File: src/rtl/imrot_pkg.sv
// Shared types and constants for the image rotation block.
// Used by imrot_coord, imrot_store and image_rotate_about_point. No dependencies.

package imrot_pkg;

	localparam int MAX_WIDTH  = 256;
	localparam int MAX_HEIGHT = 256;
	localparam int PIXEL_BITS = 32;

	localparam int COL_W  = $clog2(MAX_WIDTH);
	localparam int ROW_W  = $clog2(MAX_HEIGHT);
	localparam int ADDR_W = COL_W + ROW_W;
	localparam int DEPTH  = MAX_WIDTH * MAX_HEIGHT;

	// Q2.14 fixed point.
	localparam int Q_FRAC = 14;

	// Command codes.
	localparam logic CMD_WRITE = 1'b0;
	localparam logic CMD_READ  = 1'b1;

	// Register indexes (byte address / 4).
	localparam logic [2:0] REG_IMAGE_WIDTH     = 3'd0;
	localparam logic [2:0] REG_IMAGE_HEIGHT    = 3'd1;
	localparam logic [2:0] REG_CENTRE_X        = 3'd2;
	localparam logic [2:0] REG_CENTRE_Y        = 3'd3;
	localparam logic [2:0] REG_COSINE_Q14      = 3'd4;
	localparam logic [2:0] REG_SINE_Q14        = 3'd5;
	localparam logic [2:0] REG_BYTES_PER_PIXEL = 3'd6;

	typedef struct packed {
		logic [8:0]  image_width;
		logic [8:0]  image_height;
		logic [10:0] centre_x;
		logic [10:0] centre_y;
		logic [15:0] cosine_q14;
		logic [15:0] sine_q14;
		logic [2:0]  bytes_per_pixel;
	} cfg_t;

	// One item leaving the coordinate pipeline toward the pixel store.
	typedef struct packed {
		logic                  cmd;
		logic [ADDR_W-1:0]     addr;
		logic                  outside;
		logic [PIXEL_BITS-1:0] pixel;
	} store_req_t;

endpackage

File: src/rtl/imrot_coord.sv
// Four-stage coordinate pipeline: offsets, products, sums, truncation and range check.
// Depends on imrot_pkg for the configuration and request types.

module imrot_coord (
	input  logic                             clk,
	input  logic                             arst_n,
	input  imrot_pkg::cfg_t                  cfg,
	input  logic                             in_valid,
	output logic                             in_ready,
	input  logic                             cmd,
	input  logic [7:0]                       row,
	input  logic [7:0]                       col,
	input  logic [imrot_pkg::PIXEL_BITS-1:0] pixel_in,
	input  logic                             down_ready,
	output logic                             req_valid,
	output imrot_pkg::store_req_t            req
);

	localparam int PROD_W = 28;
	localparam int SUM_W  = 29;
	localparam int SRC_W  = SUM_W - imrot_pkg::Q_FRAC;

	logic en1, en2, en3, en4;

	logic                             v_s1, v_s2, v_s3, v_s4;
	logic                             cmd_s1, cmd_s2, cmd_s3, cmd_s4;
	logic [7:0]                       row_s1, row_s2, row_s3;
	logic [7:0]                       col_s1, col_s2, col_s3;
	logic [imrot_pkg::PIXEL_BITS-1:0] pix_s1, pix_s2, pix_s3, pix_s4;
	logic signed [11:0]               dx_s1, dy_s1;
	logic signed [PROD_W-1:0]         p_dxc_s2, p_dys_s2, p_dyc_s2, p_dxs_s2;
	logic [SUM_W-1:0]                 tx_s3, ty_s3;
	logic [imrot_pkg::ADDR_W-1:0]     addr_s4;
	logic                             out_s4;

	logic [SUM_W-1:0] cxq, cyq, tx_b, ty_b;
	logic [SRC_W-1:0] sx, sy;
	logic [8:0]       w_eff, h_eff;
	logic             in_x, in_y;

	// A stage takes a new beat when it is empty or its contents move on.
	assign en4      = !v_s4 || down_ready;
	assign en3      = !v_s3 || en4;
	assign en2      = !v_s2 || en3;
	assign en1      = !v_s1 || en2;
	assign in_ready = en1;

	always_ff @(posedge clk or negedge arst_n) begin
		if (!arst_n) begin
			v_s1 <= 1'b0;
			v_s2 <= 1'b0;
			v_s3 <= 1'b0;
			v_s4 <= 1'b0;
		end else begin
			if (en1) v_s1 <= in_valid;
			if (en2) v_s2 <= v_s1;
			if (en3) v_s3 <= v_s2;
			if (en4) v_s4 <= v_s3;
		end
	end

	// Stage 1: offsets from the centre.
	always_ff @(posedge clk) begin
		if (en1) begin
			cmd_s1 <= cmd;
			row_s1 <= row;
			col_s1 <= col;
			pix_s1 <= pixel_in;
			dx_s1  <= $signed({4'd0, col}) - $signed({cfg.centre_x[10], cfg.centre_x});
			dy_s1  <= $signed({4'd0, row}) - $signed({cfg.centre_y[10], cfg.centre_y});
		end
	end

	// Stage 2: the four rotation products.
	always_ff @(posedge clk) begin
		if (en2) begin
			cmd_s2   <= cmd_s1;
			row_s2   <= row_s1;
			col_s2   <= col_s1;
			pix_s2   <= pix_s1;
			p_dxc_s2 <= dx_s1 * $signed(cfg.cosine_q14);
			p_dys_s2 <= dy_s1 * $signed(cfg.sine_q14);
			p_dyc_s2 <= dy_s1 * $signed(cfg.cosine_q14);
			p_dxs_s2 <= dx_s1 * $signed(cfg.sine_q14);
		end
	end

	assign cxq = {{(SUM_W - 11 - imrot_pkg::Q_FRAC){cfg.centre_x[10]}}, cfg.centre_x,
		{imrot_pkg::Q_FRAC{1'b0}}};
	assign cyq = {{(SUM_W - 11 - imrot_pkg::Q_FRAC){cfg.centre_y[10]}}, cfg.centre_y,
		{imrot_pkg::Q_FRAC{1'b0}}};

	// Stage 3: source coordinates in Q14.
	always_ff @(posedge clk) begin
		if (en3) begin
			cmd_s3 <= cmd_s2;
			row_s3 <= row_s2;
			col_s3 <= col_s2;
			pix_s3 <= pix_s2;
			tx_s3  <= {p_dxc_s2[PROD_W-1], p_dxc_s2} - {p_dys_s2[PROD_W-1], p_dys_s2} + cxq;
			ty_s3  <= {p_dyc_s2[PROD_W-1], p_dyc_s2} + {p_dxs_s2[PROD_W-1], p_dxs_s2} + cyq;
		end
	end

	// Negative values get a bias of one less than 1.0 so the arithmetic shift
	// truncates toward zero instead of toward minus infinity.
	assign tx_b = tx_s3 + (tx_s3[SUM_W-1] ? SUM_W'((1 << imrot_pkg::Q_FRAC) - 1) : '0);
	assign ty_b = ty_s3 + (ty_s3[SUM_W-1] ? SUM_W'((1 << imrot_pkg::Q_FRAC) - 1) : '0);
	assign sx   = tx_b[SUM_W-1:imrot_pkg::Q_FRAC];
	assign sy   = ty_b[SUM_W-1:imrot_pkg::Q_FRAC];

	// Sizes above the store clamp to the store; bit 8 set means at least 256.
	assign w_eff = cfg.image_width[8]  ? 9'(imrot_pkg::MAX_WIDTH)  : cfg.image_width;
	assign h_eff = cfg.image_height[8] ? 9'(imrot_pkg::MAX_HEIGHT) : cfg.image_height;
	assign in_x  = !sx[SRC_W-1] && (sx[SRC_W-2:0] < {{(SRC_W - 10){1'b0}}, w_eff});
	assign in_y  = !sy[SRC_W-1] && (sy[SRC_W-2:0] < {{(SRC_W - 10){1'b0}}, h_eff});

	// Stage 4: range check and store address.
	always_ff @(posedge clk) begin
		if (en4) begin
			cmd_s4 <= cmd_s3;
			pix_s4 <= pix_s3;
			out_s4 <= !(in_x && in_y);
			if (cmd_s3 == imrot_pkg::CMD_WRITE) begin
				addr_s4 <= {row_s3, col_s3};
			end else begin
				addr_s4 <= {sy[imrot_pkg::ROW_W-1:0], sx[imrot_pkg::COL_W-1:0]};
			end
		end
	end

	assign req_valid   = v_s4;
	assign req.cmd     = cmd_s4;
	assign req.addr    = addr_s4;
	assign req.outside = out_s4;
	assign req.pixel   = pix_s4;

endmodule

File: config.mk
export PLATFORM = sky130hd
export DESIGN_NAME = imrot_coord
export DESIGN_NICKNAME = d
export VERILOG_FILES = /design/src/rtl/imrot_pkg.sv /design/src/rtl/imrot_coord.sv
export SDC_FILE = /design/constraint.sdc
export NUM_CORES = 2
export LEC_CHECK = 0
export ABC_AREA = 1
export BUFFER_PORTS_ARGS = -buffer_cell sky130_fd_sc_hd__buf_2
export CAP_MARGIN = 20
export CORE_MARGIN = 5
export CORE_UTILIZATION = 35
export CTS_CLUSTER_DIAMETER = 30
export DETAILED_ROUTE_END_ITERATION = 12
export GPL_ROUTABILITY_DRIVEN = 0
export SKIP_LAST_GASP = 1
export SLEW_MARGIN = 15
export SYNTH_ARGS = -nofsm -noshare
export SYNTH_HDL_FRONTEND = slang
export SYNTH_SLANG_ARGS = --single-unit
File: constraint.sdc
create_clock -name clk -period 24.4 [get_ports clk]
set_clock_uncertainty 0.2 [all_clocks]
set_input_delay 1.22 -clock clk [delete_from_list [all_inputs] [get_ports clk]]
set_output_delay 1.22 -clock clk [all_outputs]
set_load 0.02 [all_outputs]
==> results_dict.tcl <==
set metrics [dict create \
    cp_cell_sequence "buf_2 > nand2_1 > fa_1 > inv_1 > ha_1 > inv_1 > fa_1 > inv_1 > fa_1 > fa_1 > ha_1 > nand2_1 > nor4_1 > nand4_1 > nand3_1 > nand3_1 > nand2_1 > xor2_1" \
    io_buffers 176 \
    max_slew.worst_pin.slew_ns 0.973 \
    path_delay_family "adder cells" \
    finalSetupTns_ns 0 \
    critPathSlowestCell "fa_1" \
    clock_latency_ns 0.61 \
    core_um2 134000 \
    critPathKind "in -> reg" \
    syn_to_final_growth_pct 11.7 \
    syn-instance-count 5081 \
    finalHoldViolCount 0 \
    dr_total_vias 33200 \
    first_iter_violations 2221 \
    placed_cell_area_um2 49900 \
    dp_slack_ns 17.11 \
    cap_violations 0 \
    cpPeakStageDelay_ns 0.57 \
    synth-edff-count 391 \
    first_global_vias 33700 \
    grt_max_degree 89 \
    wl_um 114000 \
    cts_tree "yes" \
    cts_max_level 3 \
    grt-ovfl-total 0 \
    setup_violations 0 \
    endpoint_kind "flop" \
    synth_top_area_cell "fa_1" \
    dieWidth_um 377 \
    fin_nets 6470 \
    cts_buffers 72 \
    place_inst 6916 \
    synth_area_leaders "fa_1 32%, edfxtp_1 25%, inv_1 10%" \
    maxSlewHeadroom_pct 35.1 \
    yosysTopAreaCellShare_pct 31.6 \
    post_cts_resized 0 \
    postCtsSetupBuffers 0 \
    final_cells 7058 \
    reg2regPathDepth 18 \
    antenna_found_initial 20 \
    start_util_pct 35.2 \
    root_buffer "clkbuf_16" \
    cp.arrival_ns 6.99 \
    final.setup.worst_slack_ns 17.51 \
    fill_cells 13300 \
    clkSinkCount 395 \
    slew_violations 0 \
    viasPerCell 4.70 \
    grt_pass1_wl_um 185000 \
    start_kind "primary input" \
    holdPathStages 0 \
    clkTransAtPathRegs_ns 0.07 \
    rsz0062_at_grt "false" \
    ys_types 54 \
    cp.depth 18 \
    max_freq_ghz 0.145 \
    grt_usage_pct 16.4 \
    ys.warnings.count 0 \
    hp-class "reg -> reg" \
    synth_seq_area_share_pct 25.2 \
    drt-pass1-iter-count 6 \
    holdBufCountCts 0 \
    wl_per_cell_um 16.2 \
    synth-seq-cells 395 \
    required_ns 24.50 \
    pin_count 180 \
    synth-main-ff-cell "edfxtp_1" \
    status "completed" \
    drc_errors 0 \
    synth.avg_cell_area_um2 9.26 \
    dieArea_um2 142000 \
    hpwl_um 88300 \
    syn-cell-area_um2 47100 \
    rows 134 \
    layout-drive-gt1-share_pct 7.99 \
    ant_nets 0 \
    critPathMostFrequentCell "fa_1" \
    fin_crit_sh_pct 28.2 \
    die_y_um 377 \
    cts_max_path_buffers 3 \
    async_flop_share_pct 1.01 \
    layout_min_cycle_time_ns 6.89 \
    crit_fanout 24 \
    design_area_um2 52600 \
    syn_nets 6329 \
    critPathBufInv 4 \
]
-- kinds of logic after synthesis --
group / Yosys count / synth area share [%]
compound gates: 375 / 4.80
flops: 395 / 25.2
xor+xnor: 193 / 3.61
simple gates: 1541 / 13.1
fa+ha+maj: 1120 / 41.6
buf+inv: 1457 / 11.7
-- area by class of cell --
class,count,area [um2],share of cell area (%)
inverters,1317,4950,9.42
clock buffers,75,1830,3.49
well taps,1768,2210,4.21
clock inverters,58,835,1.59
multi-input cells,3229,29700,56.6
repair buffers,207,1110,2.12
diodes,9,22.5,0.0429
flip-flops and latches,395,11800,22.5
-- stage by stage --
stage,utilization [%],hold WS [ns]
final,39.3,0.209
after floorplan,-,0.200
after detailed placement,37.3,0.205
after CTS,39.3,0.195
after global routing,39.3,0.210
after global placement,37.3,0.200
-- path summary, 6_finish.rpt --
kind                                 start           end  slack, ns
worst max register to register    dy_s1[0]  p_dys_s2[26]      17.76
max in group asynchronous           arst_n          v_s3      23.64
worst min register to register  pix_s3[15]    pix_s4[15]       0.21
min in group asynchronous           arst_n          v_s1       0.23
worst max-delay path               cfg[18]  p_dys_s2[26]      17.51
worst min-delay path            pix_s3[15]    pix_s4[15]       0.21
-- flip-flops by register name, summed over array words and instances, names as in the netlist, 8 cells and up --
signal and count:
pix_s1 32, pix_s2 32, pix_s3 32, pix_s4 32, tx_s3 29, ty_s3 29
p_dxc_s2 28, p_dxs_s2 28, p_dyc_s2 28, p_dys_s2 28, addr_s4 16, dx_s1 12
dy_s1 12, col_s1 8, col_s2 8, col_s3 8, row_s1 8, row_s2 8
row_s3 8
-- cell usage after synthesis (10+ instances only) --
library cell  count
edfxtp_1        391
a21oi_1         169
nand4_1          29
a21o_1           17
a21oi_2          14
nor2_1          192
nor3_1           13
xor2_1          117
o21ai_1          10
xnor2_1          75
fa_1            744
ha_1            376
a31oi_1          18
nor4_1           10
o211ai_1         10
clkbuf_1        135
nand3_1          78
nand2_1        1171
nand2_2          11
o21ai_2          15
inv_1          1310
o21ai_0          78
-- cell usage in the layout, fill, tap and decap left out, drive strengths merged, types with 82 or more instances in the layout --
cell type	instances
nand3	82
fa	744
buf	207
o21ai	103
xor2	118
nand2	1183
edfxtp	391
nor2	201
ha	376
a21oi	184
inv	1334
-- metal layers --
metal / track usage, % / part of all wire [%] / vias up
li1: - / - / 15600
met4: 4.39 / 2.6 / 14
met2: 26.3 / 45 / 1107
met5: 0 / 0.093 / -
met3: 3.10 / 7.9 / 136
met1: 22.8 / 44 / 16300
Power is not shown: default switching activity piles up to over one toggle a cycle in this logic, so the estimate is an artifact.
